[src/rtl/bfsp_pkg.sv]
// Package for the bit file section parser: parser state, result record,
// phase codes, section kinds, status codes and the fixed header bytes.
// No dependencies.
`default_nettype none

package bfsp_pkg;

    // Number of fixed header bytes at the start of a bit file
    localparam logic [3:0] HEADER_LEN = 4'd13;

    // Section kinds ('a'..'e' map to 0..4)
    localparam logic [2:0] KIND_DESC      = 3'd0;
    localparam logic [2:0] KIND_BITSTREAM = 3'd4;
    localparam logic [2:0] KIND_UNKNOWN   = 3'd5;

    // Section ID characters
    localparam logic [7:0] ID_FIRST = 8'h61;  // 'a'
    localparam logic [7:0] ID_LAST  = 8'h65;  // 'e'

    // Length field sizes in bytes
    localparam logic [2:0] LEN_BYTES_LONG  = 3'd4;
    localparam logic [2:0] LEN_BYTES_SHORT = 3'd2;

    // Status codes
    localparam logic [1:0] ST_OK        = 2'd0;
    localparam logic [1:0] ST_HEADER    = 2'd1;
    localparam logic [1:0] ST_TRUNCATED = 2'd2;
    localparam logic [1:0] ST_DUPLICATE = 2'd3;

    // Parser phase, one-hot
    typedef enum logic [4:0] {
        PH_HEADER  = 5'b00001,
        PH_ID      = 5'b00010,
        PH_LENGTH  = 5'b00100,
        PH_PAYLOAD = 5'b01000,
        PH_ERROR   = 5'b10000
    } t_phase;

    typedef struct packed {
        t_phase      phase;
        logic [3:0]  header_index;
        logic [2:0]  length_bytes_left;
        logic [2:0]  current_kind;
        logic [31:0] bytes_remaining;
        logic [4:0]  seen_sections;
        logic [1:0]  error_code;
    } t_state;

    typedef struct packed {
        logic [7:0]  payload_byte;
        logic        payload_valid;
        logic [2:0]  section_kind;
        logic        section_end;
        logic [31:0] section_length;
        logic        length_valid;
        logic        unknown_section;
        logic        file_done;
        logic [1:0]  status;
    } t_result;

    localparam t_state STATE_RESET = '{
        phase:             PH_HEADER,
        header_index:      4'd0,
        length_bytes_left: 3'd0,
        current_kind:      3'd0,
        bytes_remaining:   32'd0,
        seen_sections:     5'd0,
        error_code:        ST_OK
    };

    // Expected header byte at a given position
    function automatic logic [7:0] magic_byte(input logic [3:0] idx);
        logic [7:0] b;
        unique case (idx)
            4'd0:    b = 8'h00;
            4'd1:    b = 8'h09;
            4'd2:    b = 8'h0f;
            4'd3:    b = 8'hf0;
            4'd4:    b = 8'h0f;
            4'd5:    b = 8'hf0;
            4'd6:    b = 8'h0f;
            4'd7:    b = 8'hf0;
            4'd8:    b = 8'h0f;
            4'd9:    b = 8'hf0;
            4'd10:   b = 8'h00;
            4'd11:   b = 8'h00;
            4'd12:   b = 8'h01;
            default: b = 8'h00;
        endcase
        return b;
    endfunction

endpackage

`default_nettype wire

[src/rtl/bfsp_if.sv]
// Valid/ready channel interfaces for the bit file section parser:
// the byte input channel and the result channel. No dependencies.
`default_nettype none

interface bfsp_in_if;
    logic       valid;
    logic       ready;
    logic [7:0] data_byte;
    logic       end_of_stream;

    modport source (output valid, output data_byte, output end_of_stream, input ready);
    modport sink   (input valid, input data_byte, input end_of_stream, output ready);
endinterface

interface bfsp_out_if;
    logic        valid;
    logic        ready;
    logic [7:0]  payload_byte;
    logic        payload_valid;
    logic [2:0]  section_kind;
    logic        section_end;
    logic [31:0] section_length;
    logic        length_valid;
    logic        unknown_section;
    logic        file_done;
    logic [1:0]  status;

    modport source (
        output valid, output payload_byte, output payload_valid, output section_kind,
        output section_end, output section_length, output length_valid,
        output unknown_section, output file_done, output status, input ready
    );
    modport sink (
        input valid, input payload_byte, input payload_valid, input section_kind,
        input section_end, input section_length, input length_valid,
        input unknown_section, input file_done, input status, output ready
    );
endinterface

`default_nettype wire

[src/rtl/bfsp_step.sv]
// Next-state and result logic for one byte of the bit file parser.
// Depends on bfsp_pkg.
`default_nettype none

module bfsp_step (
    input  bfsp_pkg::t_state  i_state,
    input  logic [7:0]        i_byte,
    input  logic              i_eos,
    output bfsp_pkg::t_state  o_state,
    output bfsp_pkg::t_result o_result
);
    import bfsp_pkg::*;

    t_state      s;
    t_result     r;
    logic [2:0]  id_kind;
    logic        id_known;
    logic [31:0] len_shift;
    logic [2:0]  len_left;
    logic [31:0] pay_left;

    // Decode of the ID byte, shifted length and payload countdown
    always_comb begin
        id_known  = (i_byte >= ID_FIRST) && (i_byte <= ID_LAST);
        id_kind   = id_known ? 3'(i_byte - ID_FIRST) : KIND_UNKNOWN;
        len_shift = {i_state.bytes_remaining[23:0], i_byte};
        len_left  = (i_state.length_bytes_left != 3'd0) ?
                    i_state.length_bytes_left - 3'd1 : 3'd0;
        pay_left  = (i_state.bytes_remaining != 32'd0) ?
                    i_state.bytes_remaining - 32'd1 : 32'd0;
    end

    // Per-phase state update and result
    always_comb begin
        s = i_state;
        r = '0;
        unique case (i_state.phase)
            PH_HEADER: begin
                if (i_state.header_index >= HEADER_LEN ||
                    i_byte != magic_byte(i_state.header_index)) begin
                    s.phase = PH_ERROR;
                    if (i_state.error_code == ST_OK) s.error_code = ST_HEADER;
                end else begin
                    s.header_index = i_state.header_index + 4'd1;
                    if (s.header_index == HEADER_LEN) s.phase = PH_ID;
                end
            end
            PH_ID: begin
                s.current_kind = id_kind;
                if (id_known && i_state.seen_sections[id_kind]) begin
                    // repeated known section
                    s.phase = PH_ERROR;
                    if (i_state.error_code == ST_OK) s.error_code = ST_DUPLICATE;
                end else begin
                    if (id_known) s.seen_sections[id_kind] = 1'b1;
                    r.section_kind      = id_kind;
                    r.unknown_section   = !id_known;
                    s.length_bytes_left = (id_kind == KIND_BITSTREAM) ?
                                          LEN_BYTES_LONG : LEN_BYTES_SHORT;
                    s.bytes_remaining   = 32'd0;
                    s.phase             = PH_LENGTH;
                end
            end
            PH_LENGTH: begin
                r.section_kind      = i_state.current_kind;
                r.unknown_section   = (i_state.current_kind == KIND_UNKNOWN);
                s.bytes_remaining   = len_shift;
                s.length_bytes_left = len_left;
                if (len_left == 3'd0) begin
                    r.section_length = len_shift;
                    r.length_valid   = 1'b1;
                    if (len_shift == 32'd0) begin
                        r.section_end = 1'b1;
                        s.phase       = PH_ID;
                    end else begin
                        s.phase = PH_PAYLOAD;
                    end
                end
            end
            PH_PAYLOAD: begin
                r.section_kind    = i_state.current_kind;
                r.unknown_section = (i_state.current_kind == KIND_UNKNOWN);
                if (i_state.current_kind != KIND_UNKNOWN) begin
                    r.payload_byte  = i_byte;
                    r.payload_valid = 1'b1;
                end
                s.bytes_remaining = pay_left;
                if (pay_left == 32'd0) begin
                    r.section_end = 1'b1;
                    s.phase       = PH_ID;
                end
            end
            PH_ERROR: begin
                s.phase = PH_ERROR;
            end
            default: begin
                s.phase = PH_ERROR;
            end
        endcase

        // End of file: flag truncation, report, then return to reset
        if (i_eos) begin
            if (s.phase != PH_ID && s.phase != PH_ERROR) begin
                s.phase = PH_ERROR;
                if (s.error_code == ST_OK) s.error_code = ST_TRUNCATED;
            end
            r.file_done = 1'b1;
        end
        r.status = s.error_code;

        o_result = r;
        o_state  = i_eos ? STATE_RESET : s;
    end

endmodule

`default_nettype wire

[src/rtl/bit_file_section_parser.sv]
// Top level of the bit file section parser: parser state register,
// result register and handshakes. Depends on bfsp_pkg, bfsp_if, bfsp_step.
`default_nettype none

// Bit file section parser. Takes one byte of an FPGA bit file per accepted
// item and gives exactly one result item per byte from a result register. It
// checks the 13-byte fixed header, then walks the sections (ID byte,
// big-endian length of 4 bytes for 'e' and 2 bytes otherwise, payload),
// passing payload bytes of sections 'a'..'e' with their kind and marking
// the last byte of each section. Unknown sections are skipped and flagged.
// Status is sticky within a file: header mismatch, truncated file or
// duplicate section. The byte marked end_of_stream carries file_done and
// the final status, and the parser then starts over for the next file.
// Throughput is one byte per clock: the whole update of the parser state
// is one short combinational step between the state register and the
// result register, and a new byte is taken whenever the result register
// is empty or its result is being taken in the same cycle.
module bit_file_section_parser (
    input  logic              i_clk,
    input  logic              i_rst_n,
    bfsp_in_if.sink           i_in,
    bfsp_out_if.source        o_res
);
    import bfsp_pkg::*;

    t_state  r_state;
    t_state  n_state;
    t_result r_res;
    t_result n_res;
    logic    r_out_valid;
    logic    in_fire;

    // Take a byte when the result slot is free or being emptied
    assign i_in.ready = !r_out_valid || o_res.ready;
    assign in_fire    = i_in.valid && i_in.ready;

    bfsp_step u_step (
        .i_state  (r_state),
        .i_byte   (i_in.data_byte),
        .i_eos    (i_in.end_of_stream),
        .o_state  (n_state),
        .o_result (n_res)
    );

    // Parser state
    always_ff @(posedge i_clk) begin
        if (!i_rst_n) begin
            r_state <= STATE_RESET;
        end else if (in_fire) begin
            r_state <= n_state;
        end
    end

    // Result register
    always_ff @(posedge i_clk) begin
        if (!i_rst_n) begin
            r_out_valid <= 1'b0;
        end else if (in_fire) begin
            r_out_valid <= 1'b1;
        end else if (o_res.ready) begin
            r_out_valid <= 1'b0;
        end
    end

    always_ff @(posedge i_clk) begin
        if (in_fire) begin
            r_res <= n_res;
        end
    end

    // Result channel
    assign o_res.valid           = r_out_valid;
    assign o_res.payload_byte    = r_res.payload_byte;
    assign o_res.payload_valid   = r_res.payload_valid;
    assign o_res.section_kind    = r_res.section_kind;
    assign o_res.section_end     = r_res.section_end;
    assign o_res.section_length  = r_res.section_length;
    assign o_res.length_valid    = r_res.length_valid;
    assign o_res.unknown_section = r_res.unknown_section;
    assign o_res.file_done       = r_res.file_done;
    assign o_res.status          = r_res.status;

endmodule

`default_nettype wire

[src/flat_wrapper.sv]
// flat-port wrapper written by rule: the top's interface ports become plain ports
module bit_file_section_parser_flat import bfsp_pkg::*;
  (i_clk, i_rst_n, i_in_valid, i_in_data_byte, i_in_end_of_stream, i_in_ready, o_res_valid, o_res_payload_byte, o_res_payload_valid, o_res_section_kind, o_res_section_end, o_res_section_length, o_res_length_valid, o_res_unknown_section, o_res_file_done, o_res_status, o_res_ready);
  bfsp_in_if i_in_i ();
  bfsp_out_if o_res_i ();
  input  logic i_clk;
  input  logic i_rst_n;
  input wire logic [$bits(i_in_i.valid)-1:0] i_in_valid;
  input wire logic [$bits(i_in_i.data_byte)-1:0] i_in_data_byte;
  input wire logic [$bits(i_in_i.end_of_stream)-1:0] i_in_end_of_stream;
  output wire logic [$bits(i_in_i.ready)-1:0] i_in_ready;
  output wire logic [$bits(o_res_i.valid)-1:0] o_res_valid;
  output wire logic [$bits(o_res_i.payload_byte)-1:0] o_res_payload_byte;
  output wire logic [$bits(o_res_i.payload_valid)-1:0] o_res_payload_valid;
  output wire logic [$bits(o_res_i.section_kind)-1:0] o_res_section_kind;
  output wire logic [$bits(o_res_i.section_end)-1:0] o_res_section_end;
  output wire logic [$bits(o_res_i.section_length)-1:0] o_res_section_length;
  output wire logic [$bits(o_res_i.length_valid)-1:0] o_res_length_valid;
  output wire logic [$bits(o_res_i.unknown_section)-1:0] o_res_unknown_section;
  output wire logic [$bits(o_res_i.file_done)-1:0] o_res_file_done;
  output wire logic [$bits(o_res_i.status)-1:0] o_res_status;
  input wire logic [$bits(o_res_i.ready)-1:0] o_res_ready;
  assign i_in_i.valid = i_in_valid;
  assign i_in_i.data_byte = i_in_data_byte;
  assign i_in_i.end_of_stream = i_in_end_of_stream;
  assign i_in_ready = i_in_i.ready;
  assign o_res_valid = o_res_i.valid;
  assign o_res_payload_byte = o_res_i.payload_byte;
  assign o_res_payload_valid = o_res_i.payload_valid;
  assign o_res_section_kind = o_res_i.section_kind;
  assign o_res_section_end = o_res_i.section_end;
  assign o_res_section_length = o_res_i.section_length;
  assign o_res_length_valid = o_res_i.length_valid;
  assign o_res_unknown_section = o_res_i.unknown_section;
  assign o_res_file_done = o_res_i.file_done;
  assign o_res_status = o_res_i.status;
  assign o_res_i.ready = o_res_ready;
  bit_file_section_parser u_core (.i_clk(i_clk), .i_rst_n(i_rst_n), .i_in(i_in_i), .o_res(o_res_i));
endmodule
[config.mk]
export PLATFORM = sky130hd
export DESIGN_NAME = bit_file_section_parser_flat
export DESIGN_NICKNAME = d
export VERILOG_FILES = /design/src/rtl/bfsp_pkg.sv /design/src/rtl/bfsp_if.sv /design/src/rtl/bfsp_step.sv /design/src/rtl/bit_file_section_parser.sv /design/src/flat_wrapper.sv
export SDC_FILE = /design/constraint.sdc
export NUM_CORES = 1
export LEC_CHECK = 0
export BUFFER_PORTS_ARGS = -buffer_cell sky130_fd_sc_hd__buf_2
export CAP_MARGIN = 5
export CORE_UTILIZATION = 30
export DETAILED_ROUTE_END_ITERATION = 10
export GPL_ROUTABILITY_DRIVEN = 1
export GPL_TIMING_DRIVEN = 0
export SLEW_MARGIN = 40
export SYNTH_ARGS = -nofsm -noshare
export SYNTH_HDL_FRONTEND = slang
export SYNTH_SLANG_ARGS = --single-unit
[constraint.sdc]
create_clock -name i_clk -period 4.36 [get_ports i_clk]
set_input_delay 0.218 -clock i_clk [delete_from_list [all_inputs] [get_ports i_clk]]
set_output_delay 0.218 -clock i_clk [all_outputs]
set_load 0.01 [all_outputs]
# Word-level counts from Yosys, hierarchy flattened
# Memory sizes are Yosys's and may differ from the RTL's. A register that Yosys moved wholly into a read port is not among the register bits.
# Cells that the tools add are included.
[totals] in_bits=13 mem_bits_ro=128 word_cells=120 memories=1 out_inout_bits=52 regBits=105
[op_classes] mux=48 eq_ne=14 add_sub_neg=4 n_reduce_logical=30 n_bitwise=1 magnitude_cmp=5
[mem_list] name="(no name shown)" words=16 word_bits=8 rd=1 rd_ports_with_merged_regs=1 wr=0 line_no="bfsp_pkg.sv:74" text="unique case (idx)"
[op_table] op="$pmux W32 S3" n=1
[op_table] op="$logic_not A32 Y1" n=2
[op_table] op="$mux W54" n=1
[op_table] op="$mux W37" n=1
[op_table] op="$mux W5" n=7
[op_table] op="$mux W34" n=1
[op_table] op="$mux W32" n=1
[op_table] op="$reduce_bool A32 Y1" n=1
[op_table] op="$sub A32 B1 Y32 const B" n=1
[op_table] op="$mux W4" n=5
[op_table] op="$pmux W5 S4" n=1
[op_table] op="$mux W3" n=6
[op_table] op="$mux W2" n=7
[op_table] op="$pmux W3 S2" n=2
[op_table] op="$mux W1" n=9
[op_table] op="$reduce_and A3 Y1" n=3
[op_table] op="$ge A8 B7 Y1 const B" n=1
[op_table] op="$le A8 B7 Y1 const B" n=1
[op_table] op="$mux W8" n=1
[op_table] op="$ne A8 B8 Y1" n=1
[op_table] op="$reduce_bool A2 Y1" n=4
[op_table] op="$eq A3 B3 Y1 const B" n=2
[op_table] op="$ne A3 B3 Y1 const B" n=2
[op_table] op="$reduce_and A2 Y1" n=3
[op_table] op="27 further kinds" n=38

# Longest topological paths before layout
# Gate-level depths: netlist of the first run.
[logic_depth] ltp_word=15 ltp_mapped=14 ltp_nobuf=13

# By module
# Synthesis of the first run repeated with hierarchy kept, for this count alone.
[hier_totals] hier_cells=795 hier_area_um2=6790.3
[modules_own_cells] mod="bit_file_section_parser" cells_each=289 area_per_inst_um2=3757.4 n_inst=1 seq_area_each_um2=2602.5
[modules_own_cells] mod="bfsp_step" cells_each=506 area_per_inst_um2=3032.9 n_inst=1 seq_area_each_um2=0.0

# Worst setup path before layout of the first run
# No wires, ideal clock.
[synth_path] path_kind="in2reg" start="input i_in_data_byte[0]" end="register u_core.r_state[18] (netlist bit)" arrival_time_ns=2.678 setup_ns=0.115 path_stages=14 t_required_ns=4.245 slack_ns=1.567 n_path_buf=4 path_cell_list="buf_2 > inv_1 > ha_1 > clkbuf_1 > mux4_2 > mux2_2 > and4b_1 > a21oi_1 > o21ai_2 > buf_4 > buf_6 > a21oi_1 > o22ai_1 > and2_1"
[synth_between] elab_chain_len=8 word_cells_on_any_way=10 classes_between="add/sub: 1; order compare: 2; eq/ne: 1; mux: 3; reduce/logical: 3"
[synth_rtl] element="start: declaration" line_no="flat_wrapper.sv:9" text="input wire logic [$bits(i_in_i.data_byte)-1:0] i_in_data_byte;"
[synth_rtl] element="$ge A8 B7 Y1 / $le A8 B7 Y1 (equally long branches)" line_no="bfsp_step.sv:24" text="id_known = (i_byte >= ID_FIRST) && (i_byte <= ID_LAST);"
[synth_rtl] element="$logic_and A1 B1 Y1" line_no="bfsp_step.sv:24"
[synth_rtl] element="$mux W3" line_no="bfsp_step.sv:25" text="id_kind = id_known ? 3'(i_byte - ID_FIRST) : KIND_UNKNOWN;"
[synth_rtl] element="$bmux W1 S3" line_no="bfsp_step.sv:50" text="if (id_known && i_state.seen_sections[id_kind]) begin"
[synth_rtl] element="$mux W1 (not written as such)" line_no="bfsp_step.sv:50"
[synth_rtl] element="$logic_and A1 B1 Y1 (*)" line_no="bfsp_step.sv:50"
[synth_rtl] element="$ne A3 B3 Y1 (no line) (*)"
[synth_rtl] element="$reduce_and A3 Y1 (no line) (*)"
[synth_rtl] element="end signal: assignment" line_no="bit_file_section_parser.sv:50" text="r_state <= n_state;"
[synth_rtl] element="end: declaration" line_no="bit_file_section_parser.sv:26" text="t_state r_state;"
# Every way passes the cells marked *; elsewhere a longest branch is shown, timed or not. The select of a mux whose other input is x is not followed.
# A chain may end at the register's enable or synchronous reset.

==> run_results.csv, run 1 <==
group,metric,value,unit
worst_hold_path,min_path_cells,3,
grt,grt.overflow.total,0,
sta,final_max_slew_viol_count,0,
grt,grt_max_degree,60,
clock_network,cts_resized,0,
sta,setup_ws,0.867,ns
floorplan,core,0.0202,sq mm
synth,yosysSeqAreaShare,0.433,
clock_network,cts_max_path_buffers,2,
grt,grt_usage,0.172,
power,p_sw,0.615,mW
worst_setup_path,arrival,3.61,ns
detailed_routing,post_drt_wl_per_cell,17.4,microns
worst_setup_path,critPathKind,"flop to flop",
floorplan,rows,52,
worst_setup_path,crit_family,"simple AND/OR/NAND/NOR gates",
floorplan,fp.dieH,146,microns
synth,syn_avg_cell_area,9.02,sq um
synth,synth_commonest_cells,"dfxtp_1, o21ai_0, edfxtp_1",
power,p_per_area,317,mW/mm^2
synth,muxShareOfSynthArea,0.00707,
placement,place_ws,0.619,ns
sta,finalCriticalPeriod,3.49,ns
worst_setup_path,r2r_start,"u_core.r_state[7]$_SDFFE_PN0P_",
detailed_routing,ant_nets,0,
floorplan,dieArea,0.0212,sq mm
final_layout,n_fill_cell,2099,
sta,hold_viol_final,0,
run,maxCapViolCount,0,
synth,async_reset_ff_frac,0,
synth,postSynthCellCount,687,
power,leakagePower,2.82,nW
placement,numPortBuffers,63,
run_status,outcome,"finished clean",
detailed_routing,drc,0,
final_layout,diodes,0,
floorplan,io_pins,65,
synth,synth_area_leaders,"edfxtp_1, dfxtp_1, o21ai_0",
worst_setup_path,critPathBufInv,1,
synth,synth_compound_area_frac,0.182,
sta,fin_crit_sh,0.801,
synth,synth_adder_area_share,0.0222,
sta,tightest_slew,0.791,ns
final_layout,syn_to_final_growth,15.5,%
clock_network,post_cts_buffers,0,
sta,rsz0062_at_grt,"no",
synth,synth_area,0.00619,sq mm
worst_hold_path,hold_class,"input pin to flop",
floorplan,initial_core_util,0.306,
synth,yosys.area.top_type,"edfxtp_1",
grt,grt_antenna_before_repair,0,
synth,yosys_warnings,0,
clock_network,htree_levels,3,
synth,ys_ff_latch,109,
grt,grt_pass1_vias,5112,
synth,synth-simple-area-share,0.278,
placement,place_congestion,0.909,
synth,synth.top_cell.area_share,0.242,
sta,fmax,286,MHz
clock_network,cts_buffers,9,
grt,grt_pass1_wl,28900,microns
synth,syn_nets,711,
detailed_routing,viasPerCell,5.40,
power,p_sw_frac,0.272,
power,intPower,1.65,mW
power,p_seq_frac,0.492,
clock_network,clock-sinks,109,
worst_setup_path,worstReg2RegEnd,"u_core.o_res.status[1]$_DFFE_PP_",
worst_setup_path,reg2regPathDepth,10,
synth,yosysUniqueCellTypes,85,
sta,max_slew_margin,0.472,
worst_setup_path,crit_chain,"inv_1 > ha_1 > nor3b_2 > nand4_2 > nor2_2 > xnor2_1 > nor4bb_1 > nand4_1 > o21ai_1 > o41ai_2",
power,comb_power_share,0.137,
detailed_routing,vias,5599,
synth,synth_edf_count,50,
detailed_routing,wl,18000,microns
clock_network,cts_tree,"built",
worst_setup_path,ff2ff_setup_slack,0.87,ns
worst_setup_path,crit_path_start_kind,"flop",
synth,post-synth-top-count-cell,"dfxtp_1",
placement,hpwl,12800,microns
synth,synth_xor_area_frac,0.0255,
final_layout,drive_gt1_frac,0.159,
worst_setup_path,crit_path_max_incr_delay,0.55,ns
worst_setup_path,required,4.47,ns
clock_network,hold_buffers,0,
sta,setup_violations,0,
worst_setup_path,critPathMaxFanout,9,
detailed_routing,drtIter0Drc,546,
final_layout,final_nets,785,
sta,final.setup.tns,0,ns
clock_network,path_clk_slew,0.07,ns
synth,synth_top_family_by_area,"simple AND/OR/NAND/NOR gates",
floorplan,die_w,146,microns
worst_hold_path,hp-start,"i_in_valid",
clock_network,root_buffer,"clkbuf_16",
detailed_routing,dr.pass1.iters,5,
worst_setup_path,cp_slowest_cell,"nor3b_2",
clock_network,clkLatencyLatePin,0.36,ns
sta,clock_skew,0.00834,ns
power,peakVddDrop,0.000198,V
power,power_frac_clock,0.371,
worst_hold_path,min_to,"u_core.o_res.valid$_SDFFE_PN0P_",
synth,synth_flop_cell,"dfxtp_1",
worst_setup_path,cp-end-kind,"flop",
## logic make-up after synthesis
kind of cell / Yosys count
AND/OR/NAND/NOR: 301
AO/OA/AOI/OAI: 169
flip-flops: 109
buffers and inverters: 76
XOR/XNOR: 18
adder cells (fa/ha/maj): 11
multiplexers: 3
## power groups by stage
stage | logic [mW] | registers [mW] | clock network [mW]
floorplan | 0.196 | 1.15 | 0
global placement | 0.307 | 1.14 | 0
detailed placement | 0.307 | 1.14 | 0
CTS | 0.309 | 1.11 | 0.856
global route | 0.341 | 1.12 | 0.894
finish | 0.311 | 1.11 | 0.841
## worst register-to-register path, cell delays in order, from the launching register on
cell,delay [ns]
dfxtp_1,0.42
inv_1,0.22
ha_1,0.28
nor3b_2,0.55
nand4_2,0.35
nor2_2,0.30
xnor2_1,0.12
nor4bb_1,0.44
nand4_1,0.20
o21ai_1,0.26
o41ai_2,0.09
## per-stage QoR
step	hold WS, ns	instances	total power [mW]	util	instance area (sq um)
2_1_floorplan	0.317	687	1.34	-	6190
3_3_place_gp	0.429	1020	1.44	0.338	6850
3_5_place_dp	0.438	1020	1.44	0.339	6860
4_1_cts	0.104	1036	2.28	0.353	7150
5_1_grt	0.128	1036	2.35	0.353	7150
6_report	0.112	1036	2.27	0.353	7150
## flip-flops by register name (all words and copies together), names as in the netlist, named ones only
register	count
u_core.o_res.valid	1
u_core.o_res.file_done	1
u_core.r_state	54
u_core.o_res.section_length	32
u_core.o_res.length_valid	1
u_core.o_res.section_kind	3
u_core.o_res.unknown_section	1
u_core.o_res.payload_byte	8
u_core.o_res.payload_valid	1
u_core.o_res.section_end	1
u_core.o_res.status	2
## how the worst max path moves through the flow
stage	slack, ns	startpoint	cells past startpoint	end
floorplan	1.57	i_in_data_byte[0]	14	u_core.r_state[18]$_SDFFE_PN0P_
global placement	0.60	i_in_data_byte[0]	13	u_core.r_state[13]$_SDFFE_PN0P_
detailed placement	0.62	i_in_data_byte[0]	13	u_core.r_state[36]$_SDFFE_PN0P_
CTS	0.95	u_core.r_state[7]$_SDFFE_PN0P_	10	u_core.o_res.status[1]$_DFFE_PP_
global route	0.73	i_in_data_byte[0]	13	u_core.r_state[36]$_SDFFE_PN0P_
finish	0.87	u_core.r_state[7]$_SDFFE_PN0P_	10	u_core.o_res.status[1]$_DFFE_PP_
## layout make-up
| class | count | area, sq um | area share |
|---|---|---|---|
| timing repair buffer | 63 | 315 | 0.0441 |
| multi-input combinational | 502 | 3190 | 0.446 |
| tap | 270 | 338 | 0.0472 |
| sequential | 109 | 2680 | 0.375 |
| clock buffer | 9 | 225 | 0.0315 |
| inverter | 26 | 100 | 0.0140 |
| buffer | 50 | 229 | 0.0320 |
| clock inverter | 7 | 71.3 | 0.00997 |
## layer usage
layer | GRT usage | vias up | share of wire
met5 | 0 | - | 0
met4 | 0.0716 | 0 | 0.026
met3 | 0.0345 | 33 | 0.071
met2 | 0.264 | 240 | 0.45
met1 | 0.236 | 2641 | 0.46
li1 | - | 2685 | -
## cell usage in the layout, fill, tap and decap left out, drive strengths merged, types with 7 or more instances in the layout
cell / n
nand2: 44
buf: 79
and3: 30
or4: 7
nand4: 11
inv: 29
nor4: 12
nor2b: 8
nor3b: 17
nand3: 21
xnor2: 9
or3: 10
a22oi: 9
clkbuf: 43
edfxtp: 50
a21oi: 30
a32oi: 11
a21boi: 10
nor2: 48
o31ai: 8
o21ai: 60
nor3: 41
and2: 31
dfxtp: 59
xor2: 9
ha: 11
Power figures use the tool's default switching activity.
==> run 2: changes to the inputs <==
clock period = 2.9 ns   (was 4.36 ns; I/O delays follow)
==> run 2 against run 1 <==
  * Sequential share of layout area fell by 0.92 points
  * Register-to-register slack got worse by 0.86 ns
  * Maximum frequency rose by 21%
  * Total power rose by 51%
  * Largest cell class unchanged
==> run_results.csv, run 2 (synthesized netlist as in run 1, its figures left out) <==
group,metric,value,unit
run_status,outcome,"finished clean",
sta,hold_viol_final,0,
worst_setup_path,ff2ff_setup_slack,0.003,ns
power,intPower,2.50,mW
final_layout,layout_common_cells,"buf_2, dfxtp_1, o21ai_0, edfxtp_1, nor2_1",
final_layout,drive_gt1_frac,0.197,
final_layout,final_nets,787,
detailed_routing,dr.pass1.iters,5,
floorplan,initial_core_util,0.306,
worst_setup_path,r2r_start,"u_core.r_state[10]$_SDFFE_PN0P_",
grt,grt_usage,0.173,
detailed_routing,drc,0,
final_layout,regMostFlops,"u_core.r_state",
placement,dp.cells,1020,
worst_setup_path,worstReg2RegEnd,"u_core.o_res.status[1]$_DFFE_PP_",
worst_setup_path,crit_path_start_kind,"flop",
final_layout,n_fill_cell,2069,
floorplan,core,0.0202,sq mm
sta,max_slew_margin,0.488,
placement,numPortBuffers,63,
grt,grt_antenna_before_repair,0,
clock_network,cts_tree,"built",
power,p_per_area,468,mW/mm^2
worst_setup_path,cp-end-kind,"flop",
grt,grt_pass1_vias,5159,
sta,final.setup.tns,0,ns
run,maxCapViolCount,0,
worst_setup_path,required,3.01,ns
worst_setup_path,reg2regPathDepth,10,
sta,finalCriticalPeriod,2.90,ns
sta,fin_crit_sh,0.999,
grt,grt.overflow.total,0,
detailed_routing,viasPerCell,5.47,
power,comb_power_share,0.145,
detailed_routing,drtIter0Drc,503,
final_layout,stdcell_count,1038,
sta,fmax,345,MHz
clock_network,clock-sinks,109,
clock_network,cts_max_path_buffers,2,
clock_network,cts_buffers,9,
power,p_sw_frac,0.272,
worst_setup_path,critPathMaxFanout,10,
final_layout,diodes,0,
floorplan,rows,52,
sta,tightest_slew,0.768,ns
final_layout,syn_to_final_growth,18.4,%
detailed_routing,vias,5673,
clock_network,path_clk_slew,0.07,ns
clock_network,clkLatencyLatePin,0.36,ns
placement,hpwl,12800,microns
floorplan,dieArea,0.0212,sq mm
placement,place_congestion,0.909,
worst_hold_path,hold_class,"input pin to flop",
worst_setup_path,critPathKind,"flop to flop",
grt,grt_max_degree,60,
worst_setup_path,arrival,3.01,ns
grt,grt_pass1_wl,29100,microns
power,peakVddDrop,0.000296,V
power,power,3.43,mW
worst_hold_path,min_to,"u_core.o_res.valid$_SDFFE_PN0P_",
power,leakagePower,2.90,nW
detailed_routing,ant_nets,0,
floorplan,die_w,146,microns
sta,clock_skew,0.00566,ns
power,p_sw,0.932,mW
final_layout,layout_commonest_cell,"buf_2",
worst_hold_path,min_path_cells,3,
sta,whs,0.0434,ns
clock_network,root_buffer,"clkbuf_16",
worst_hold_path,hp-start,"i_in_valid",
placement,placed_area,0.00686,sq mm
detailed_routing,wl,18300,microns
final_layout,register_area,0.00268,sq mm
floorplan,io_pins,65,
clock_network,htree_levels,3,
sta,setup_violations,0,
floorplan,fp.dieH,146,microns
power,power_frac_clock,0.367,
detailed_routing,post_drt_wl_per_cell,17.6,microns
sta,final_max_slew_viol_count,0,
power,p_seq_frac,0.489,
final_layout,fin_area,0.00734,sq mm
final_layout,largest_reg_flops,54,
sta,rsz0062_at_grt,"yes",
final_layout,multiInputGateArea,0.00334,sq mm
[run 2: cell types whose count changed in the layout (fill, tap and decap cells not counted), sizes merged]
cell    delta
buf        +1
clkbuf     +1
[run 2: worst max path at each step]
| stage | startpoint | end | slack, ns | cells past startpoint |
|---|---|---|---|---|
| 6_report | u_core.r_state[10]$_SDFFE_PN0P_ | u_core.o_res.status[1]$_DFFE_PP_ | 0.003 | 10 |
| 5_1_grt | u_core.r_state[10]$_SDFFE_PN0P_ | u_core.o_res.status[1]$_DFFE_PP_ | -0.05 | 10 |
| 2_1_floorplan | i_in_data_byte[0] | u_core.r_state[18]$_SDFFE_PN0P_ | 0.18 | 14 |
| 4_1_cts | i_in_data_byte[0] | u_core.r_state[13]$_SDFFE_PN0P_ | 0.0005 | 13 |
| 3_3_place_gp | i_in_data_byte[0] | u_core.r_state[13]$_SDFFE_PN0P_ | -0.79 | 13 |
| 3_5_place_dp | i_in_data_byte[0] | u_core.r_state[36]$_SDFFE_PN0P_ | -0.77 | 13 |
[run 2: what timing repair did]
| item | CTS | global route |
|---|---|---|
| resized for setup | 14 | 26 |
| buffers inserted | 1 | 3 |
| pin swaps | 0 | 1 |
| setup endpoints to repair | 34 | 38 |
| hold buffers | 0 | 0 |
[run 2: per-stage QoR]
stage          utilization  setup WS, ns
2_1_floorplan            -         0.180
3_3_place_gp         0.338        -0.791
3_5_place_dp         0.339        -0.768
4_1_cts              0.356      0.000527
5_1_grt              0.363       -0.0536
6_report             0.363       0.00317
[run 2: worst max-delay path: stages (launching register included)]
cell and delay [ns]:
dfxtp_1 0.30, clkbuf_1 0.24, nor4_4 0.41, nand3_1 0.14
clkbuf_1 0.26, nor3_1 0.27, xor2_1 0.15, nor4bb_2 0.37
nand4_1 0.20, o21ai_2 0.22, o41ai_2 0.08
[run 2: cell type report]
cell class / count / area share
multi-input cells: 502 / 0.455
flip-flops and latches: 109 / 0.366
repair buffers: 67 / 0.0471
well taps: 270 / 0.0461
plain buffers: 48 / 0.0321
clock buffers: 9 / 0.0307
inverters: 26 / 0.0136
clock inverters: 7 / 0.00972
[run 2: metal layers]
layer	GRT usage	vias to the layer above	part of all wire	wire length (microns)
li1	-	2707	-	-
met1	0.237	2677	0.45	8180
met2	0.262	248	0.44	8090
met3	0.0373	41	0.081	1480
met4	0.0753	0	0.028	518
met5	0	-	0	0
[run 2: power by group through the flow]
| stage | logic, mW | clock network (mW) | registers [mW] |
|---|---|---|---|
| final | 0.496 | 1.26 | 1.68 |
| after global routing | 0.543 | 1.34 | 1.68 |
| after CTS | 0.478 | 1.29 | 1.67 |
| after detailed placement | 0.461 | 0 | 1.71 |
| after global placement | 0.461 | 0 | 1.71 |
| after floorplan | 0.295 | 0 | 1.72 |
